## config.mk

```make
export PLATFORM = sky130hd
export DESIGN_NAME = gia_front
export DESIGN_NICKNAME = d
export VERILOG_FILES = /design/src/hw/rtl/gia_pkg.sv /design/src/hw/rtl/gia_front.sv
export SDC_FILE = /design/constraint.sdc
export NUM_CORES = 1
export LEC_CHECK = 0
export BUFFER_PORTS_ARGS = -buffer_cell sky130_fd_sc_hd__buf_2
export CORE_ASPECT_RATIO = 0.6
export CORE_MARGIN = 1.5
export CORE_UTILIZATION = 45
export CTS_CLUSTER_SIZE = 12
export DETAILED_ROUTE_END_ITERATION = 8
export PLACE_DENSITY_LB_ADDON = 0.2
export SYNTH_ARGS = -nofsm -noshare
export SYNTH_HDL_FRONTEND = slang
export SYNTH_SLANG_ARGS = --single-unit
export TNS_END_PERCENT = 50
```

## constraint.sdc

```tcl
create_clock -name clk -period 3.8 [get_ports clk]
set_input_delay 0.38 -clock clk [delete_from_list [all_inputs] [get_ports clk]]
set_output_delay 0.38 -clock clk [all_outputs]
set_load 0.005 [all_outputs]
```

## src/hw/rtl/gia_pkg.sv

```systemverilog
`timescale 1ns / 1ps
package gia_pkg;

  localparam int OPW    = 16;
  localparam int RES_W  = 33;
  localparam int PW     = 2 * OPW;
  localparam int DW     = 2 * OPW;
  localparam int QDEPTH = 4;
  localparam int QAW    = 2;

  localparam logic [2:0] KIND_ADD = 3'd0;
  localparam logic [2:0] KIND_SUB = 3'd1;
  localparam logic [2:0] KIND_MUL = 3'd2;
  localparam logic [2:0] KIND_DIV = 3'd3;
  localparam logic [2:0] KIND_CMP = 3'd4;

  typedef enum logic [5:0] {
    OP_ADD = 6'b000001,
    OP_SUB = 6'b000010,
    OP_MUL = 6'b000100,
    OP_DIV = 6'b001000,
    OP_CMP = 6'b010000,
    OP_NOP = 6'b100000
  } op_t;

  typedef struct packed {
    op_t                   op;
    logic signed [OPW-1:0] ar;
    logic signed [OPW-1:0] ai;
    logic signed [OPW-1:0] br;
    logic signed [OPW-1:0] bi;
  } item_t;

  typedef struct packed {
    logic [DW-1:0] rem;
    logic [DW-1:0] num;
  } divw_t;

  // One restoring-division bit: shift numerator MSB into remainder, subtract if it fits.
  function automatic divw_t div_step(logic [DW-1:0] rem, logic [DW-1:0] num,
                                     logic [DW-1:0] den);
    divw_t    r;
    logic [DW:0] t;
    t     = {rem, num[DW-1]};
    r.num = {num[DW-2:0], 1'b0};
    if (t >= {1'b0, den}) begin
      t        = t - {1'b0, den};
      r.num[0] = 1'b1;
    end
    r.rem = t[DW-1:0];
    return r;
  endfunction

endpackage

```

## src/hw/rtl/gia_front.sv

```systemverilog
`timescale 1ns / 1ps
module gia_front (
  input  logic                          clk,
  input  logic                          rst,
  input  logic                          in_valid,
  output logic                          in_stall,
  input  logic [2:0]                    kind,
  input  logic signed [gia_pkg::OPW-1:0] a_real,
  input  logic signed [gia_pkg::OPW-1:0] a_imag,
  input  logic signed [gia_pkg::OPW-1:0] b_real,
  input  logic signed [gia_pkg::OPW-1:0] b_imag,
  output logic                          q_valid,
  output gia_pkg::item_t                q_item,
  input  logic                          q_pop
);
  import gia_pkg::*;

  item_t          mem [QDEPTH];
  logic [QAW-1:0] wp;
  logic [QAW-1:0] rp;
  logic [QAW:0]   cnt;
  logic           push;
  item_t          dec;

  always_comb begin
    dec.ar = a_real;
    dec.ai = a_imag;
    dec.br = b_real;
    dec.bi = b_imag;
    case (kind)
      KIND_ADD: dec.op = OP_ADD;
      KIND_SUB: dec.op = OP_SUB;
      KIND_MUL: dec.op = OP_MUL;
      KIND_DIV: dec.op = OP_DIV;
      KIND_CMP: dec.op = OP_CMP;
      default:  dec.op = OP_NOP;
    endcase
  end

  assign in_stall = (cnt == (QAW+1)'(QDEPTH));
  assign push     = in_valid && !in_stall;
  assign q_valid  = (cnt != '0);
  assign q_item   = mem[rp];

  always_ff @(posedge clk) begin
    if (push) begin
      mem[wp] <= dec;
    end
  end

  always_ff @(posedge clk) begin
    if (rst) begin
      wp  <= '0;
      rp  <= '0;
      cnt <= '0;
    end else begin
      if (push) wp <= wp + 1'b1;
      if (q_pop) rp <= rp + 1'b1;
      cnt <= cnt + (QAW+1)'(push) - (QAW+1)'(q_pop);
    end
  end

endmodule

```

== Word level (Yosys, flattened, before mapping) ==
Memories as Yosys holds them, arrays and structs flattened. A register that Yosys moved wholly into a read port is not among the register bits.
Cells that the tools add are included.

* $add $sub $neg: 4
* $mul: 0
* Div/mod/pow operators: 0
* Order comparisons: 0
* Equality and inequality tests: 5
* Shifts and indexed selects: 0
* Mux-type cells: 5
* Bitwise operators: 0
* Reduce and logical (&&, ||, !) cells: 4

{| class="wikitable"
|+ Operator list
! operator !! number
|-
| 6-bit case mux with 5 select lines || 1
|-
| 3-bit by 2-bit equality test with 1-bit output (second input constant) || 2
|-
| 3-bit equality test (second input constant) || 2
|-
| 2-bit by 1-bit adder with 2-bit output (second input constant) || 2
|-
| 2-bit 2-to-1 mux || 2
|-
| 3-bit by 1-bit adder with 3-bit output || 1
|-
| 3-bit by 1-bit equality test with 1-bit output (second input constant) || 1
|-
| 3-bit logical NOT || 1
|-
| 3-bit nonzero test || 1
|-
| 3-bit by 1-bit subtractor with 3-bit output || 1
|-
| 1-bit 2-to-1 mux || 2
|-
| 1-bit logical AND || 1
|-
| 1-bit logical NOT || 1
|}

* Register bits: 7
* Latch bits: 0
* Memory bits (writable): 280
* Memory bits (read-only): 0
* Output and inout bits: 72
* Memories kept: 1

{| class="wikitable"
|+ Memories
! name !! depth !! bits a word !! rd ports !! clocked after memory_dff !! write ports !! RTL line !! source
|-
| mem || 4 || 70 || 1 || 1 || 1 || gia_front.sv:18 || <nowiki>item_t mem [QDEPTH];</nowiki>
|}

== Longest topological paths before layout ==
* Depth in word-level cells: 5
* Mapped depth: 10
* Mapped depth without buffers: 10

== Worst setup path after synthesis ==
OpenSTA, ideal clock, no wires.

* Kind: register to register
* Start point: reg cnt[2]
* End point: mem mem[0][0] (netlist bit), enable pin
* Library setup time: 0.436 ns
* Data arrival time: 2.395 ns
* Data required time: 3.364 ns
* Setup slack: 0.969 ns
* Stages on the path, launching flop included: 4
* Buffers on the path: 0
* Clock period less this slack: 2.831 ns
* Path through: dfxtp_1 nor3b_2 nor2_1 and2_1

* Longest elaborated chain between the ends: 5

{| class="wikitable"
|+ RTL lines
! what !! RTL line !! source
|-
| start: declaration || gia_front.sv:21 || <nowiki>logic [QAW:0] cnt;</nowiki>
|-
| start signal: assignment || gia_front.sv:59 || <nowiki>cnt <= cnt + (QAW+1)'(push) - (QAW+1)'(q_pop);</nowiki>
|-
| 3-bit equality test || gia_front.sv:40 || <nowiki>assign in_stall = (cnt == (QAW+1)'(QDEPTH));</nowiki>
|-
| net in_stall || gia_front.sv:6 || <nowiki>output logic in_stall,</nowiki>
|-
| 1-bit logical NOT || gia_front.sv:41 || <nowiki>assign push = in_valid && !in_stall;</nowiki>
|-
| 1-bit logical AND || gia_front.sv:41 ||
|-
| 1-bit 2-to-1 mux || gia_front.sv:46 || <nowiki>if (push) begin</nowiki>
|-
| 1-bit 2-to-1 mux (implied by the code) || gia_front.sv:47 || <nowiki>mem[wp] <= dec;</nowiki>
|-
| end: declaration || gia_front.sv:18 ||
|}

The timed path passes the listed nets, and every way through them passes these cells.

==> results.rst <==
.. list-table::
   :header-rows: 1

   * - Metric
     - Value
   * - DR pass1 iterations
     - 4
   * - Final period demand of the worst path
     - 2660 ps
   * - Area of the placeable core
     - 23200 µm²
   * - Instance count on the critical path
     - 3
   * - Placement row count
     - 43
   * - Layout-stage area growth over the synthesis result
     - 16.4%
   * - Final Hold Viols
     - 0
   * - Fin util
     - 0.536
   * - Global-route usage over all layers
     - 0.153
   * - Number of buffers added to fix hold violations after cts
     - 0
   * - Final Routed Wirelength
     - 18600 µm
   * - Setup violators final
     - 0
   * - RePlAce Congestion
     - 0.699
   * - Number of vias per cell after detailed routing
     - 5.17
   * - Post-DRT Antenna Nets
     - 0
   * - Top post-synthesis cells by area
     - edfxtp_1, mux4_2, dfxtp_1, buf_12, ha_1
   * - Maximum cell stage delay along the critical path
     - 740 ps
   * - Yosys top cell area share
     - 0.788
   * - Post-detailed-placement cell area
     - between 10000 and 15000 µm²
   * - Setup repair after global routing missed its margin
     - false
   * - CP max stage cell
     - dfxtp_4
   * - Total number of yosys warnings
     - 0
   * - First-pass GRT wire length
     - 28400 µm
   * - Post_cts resized
     - 0
   * - Critical setup path kind
     - register to output pin
   * - Area leader, netlist
     - edfxtp_1
   * - Number of synthesized register bits
     - approximately 290
   * - WHS Path Cells
     - 1
   * - Highest net fanout along the worst path
     - 40
   * - Cell count of the worst reg-to-reg path
     - 10
   * - Cell at the root of the clock tree
     - clkbuf_16
   * - I/O pin count
     - 143
   * - Area of all sequential standard cells
     - between 8000 and 9000 µm²
   * - Post-synthesis instance area
     - 10700 µm²
   * - Pwr/cell area
     - 578 nW/µm²
   * - Relative slew margins
     - 0.262
   * - CTS Buffer Depth
     - 3
   * - Max Cap Violations
     - 0
   * - Initial antenna violation count
     - 2
   * - Cell leakage power
     - 4.15 nW
   * - Setup TNS
     - 0 ps
   * - Area of all placed cells without fillers
     - 12400 µm²
   * - Post-route setup slack
     - 1140 ps
   * - Worst path top cell family by delay
     - flip-flops
   * - Fraction of final layout cells with drive strength greater than 1
     - 0.428
   * - Async set-reset flop share out of synthesis
     - 0
   * - CP Cell Sequence
     - buf_4, mux4_2, buf_2
   * - Count of nets after finishing
     - between 600 and 700
   * - Clock buffer count from CTS
     - 28
   * - Clk_skew
     - 8.56 ps
   * - Critical path arrival
     - 2280 ps
   * - Die Width
     - just over 200 µm
   * - Detail Placement HPWL
     - 10500 µm
   * - Full die area
     - between 20000 and 25000 µm²
   * - Pin count of the biggest net entering global routing
     - 71
   * - Net count after synthesis
     - 498
   * - Clock Pin Slew Worst Setup and Hold Paths
     - roughly 60 ps
   * - Wirelength per Cell
     - 20.4 µm
   * - Sum of buffers and inverters on the critical path
     - 2
   * - TritonCTS clock tree
     - yes
   * - Total vias in the final route
     - 4691
   * - Highest Clock Rate
     - 0.376 GHz
   * - Number of buffer cells added on primary ports
     - between 100 and 150
   * - Tightest Pin Transition
     - 1110 ps
   * - Commonest register cell after synthesis
     - edfxtp_1
   * - Final-layout worst hold slack
     - 66.9 ps
   * - Dpl ws
     - 1470 ps
   * - Status
     - finished clean
   * - Leading post-synthesis cells by instance count
     - edfxtp_1, mux4_2, dfxtp_1
   * - Mean Syn Cell Area
     - 25.4 µm²
   * - Req. time, crit path
     - 3420 ps
   * - Clock Latency Late Sink
     - 520 ps
   * - Number of instances in the synthesized netlist
     - 420
   * - Multi-input gate area
     - 1880 µm²
   * - Register area share after synthesis
     - 0.804
   * - Distinct cells, synth
     - 27
   * - Post CTS Setup Buffer Count
     - 0
   * - Die height
     - roughly 120 µm
   * - Number of enable-type register cells in the synthesized netlist
     - 280
   * - Critical Path Source Type
     - register
   * - CTS sink cnt
     - 289
   * - Setup crit end kind
     - output pin
   * - Most instantiated library cell after synthesis
     - edfxtp_1
   * - Via count of the first global-routing pass
     - 5016
   * - Maximum level of the CTS H-tree
     - 1
   * - Initial standard-cell utilization of the core
     - 0.460
   * - Fill cells
     - about 1.8k
   * - Remaining global-route overflow
     - 0
   * - Worst min-delay path category
     - input pin to register
   * - Max-slew violation count
     - 0
   * - Initial detailed-routing violation count
     - 178
   * - Worst supply voltage drop on vdd
     - between 0.3 and 0.4 mV
   * - Residual DRC count
     - 0
   * - Post-route clock period utilization
     - 0.699
[per-layer routing]
layer / wire length (µm) / track usage / up-vias
met4: 360 / 0.0359 / 0
met5: 0 / 0 / -
li1: - / - / 2095
met3: 1140 / 0.0393 / 27
met2: 8430 / 0.237 / 120
met1: 8620 / 0.220 / 2449
[power breakdown]
| group | internal (mW) | switching, mW | leakage (nW) |
|---|---|---|---|
| clock network | 1.38 | 1.03 | 0.380 |
| registers | 3.82 | 0.0824 | 2.65 |
| logic | 0.412 | 0.456 | 1.12 |
[final timing paths]
kind	from	endpoint	slack (ps)
max	register	q_item[48]	1140
min	b_imag[2]	mem[1][2]$_DFFE_PP_	70
max reg2reg	cnt[2]$_SDFF_PP0_	cnt[2]$_SDFF_PP0_	1500
min reg2reg	rp[0]$_SDFFE_PP0P_	register	540
[logic make-up (layout without fill, tap and decap cells)]
family / Yosys count / in the layout / share of synthesized area
AO/OA/AOI/OAI: 3 / 3 / 0.00164
XOR/XNOR: 4 / 4 / 0.00328
adder cells (fa/ha/maj): 7 / 7 / 0.00891
buffers and inverters: 24 / 195 / 0.0206
flip-flops: 289 / 289 / 0.804
multiplexers: 71 / 71 / 0.149
other: 0 / 2 / 0
AND/OR/NAND/NOR: 22 / 22 / 0.0125
[registers in the layout (all words and copies together), names as in the netlist, named ones only]
name  count
wp        2
cnt       3
rp        2
mem     280
[per-stage QoR]
step	cells	total power [mW]
floorplan	420	4.49
global placement	863	4.83
detailed placement	863	4.86
CTS	906	7.27
global route	906	7.47
finish	908	7.18
[final cells by class]
cell class	instances	area share
inverters	7	0.00211
well taps	315	0.0317
repair buffers	145	0.0600
clock buffers	40	0.0617
multi-input cells	107	0.151
flip-flops and latches	289	0.692
diodes	2	0.000403
clock inverters	3	0.00111
[cell usage in the layout, fill, tap and decap left out]
cell,count
a21oi_1,1
and2_4,4
and3b_1,1
buf_12,1
buf_2,142
buf_4,2
clkbuf_1,11
clkbuf_16,29
clkinv_1,1
clkinv_2,2
dfxtp_1,7
dfxtp_4,2
diode_2,2
edfxtp_1,280
fa_1,1
ha_1,6
inv_1,7
mux2i_1,1
mux4_2,70
nand2_1,1
nand2b_1,2
nor2_1,5
nor2b_1,2
nor3_1,1
nor3b_1,3
nor3b_2,1
o21a_1,1
o21ai_0,1
or3_1,2
xnor2_1,3
xor2_1,1
No activity file was read; power rests on OpenSTA's default activity.
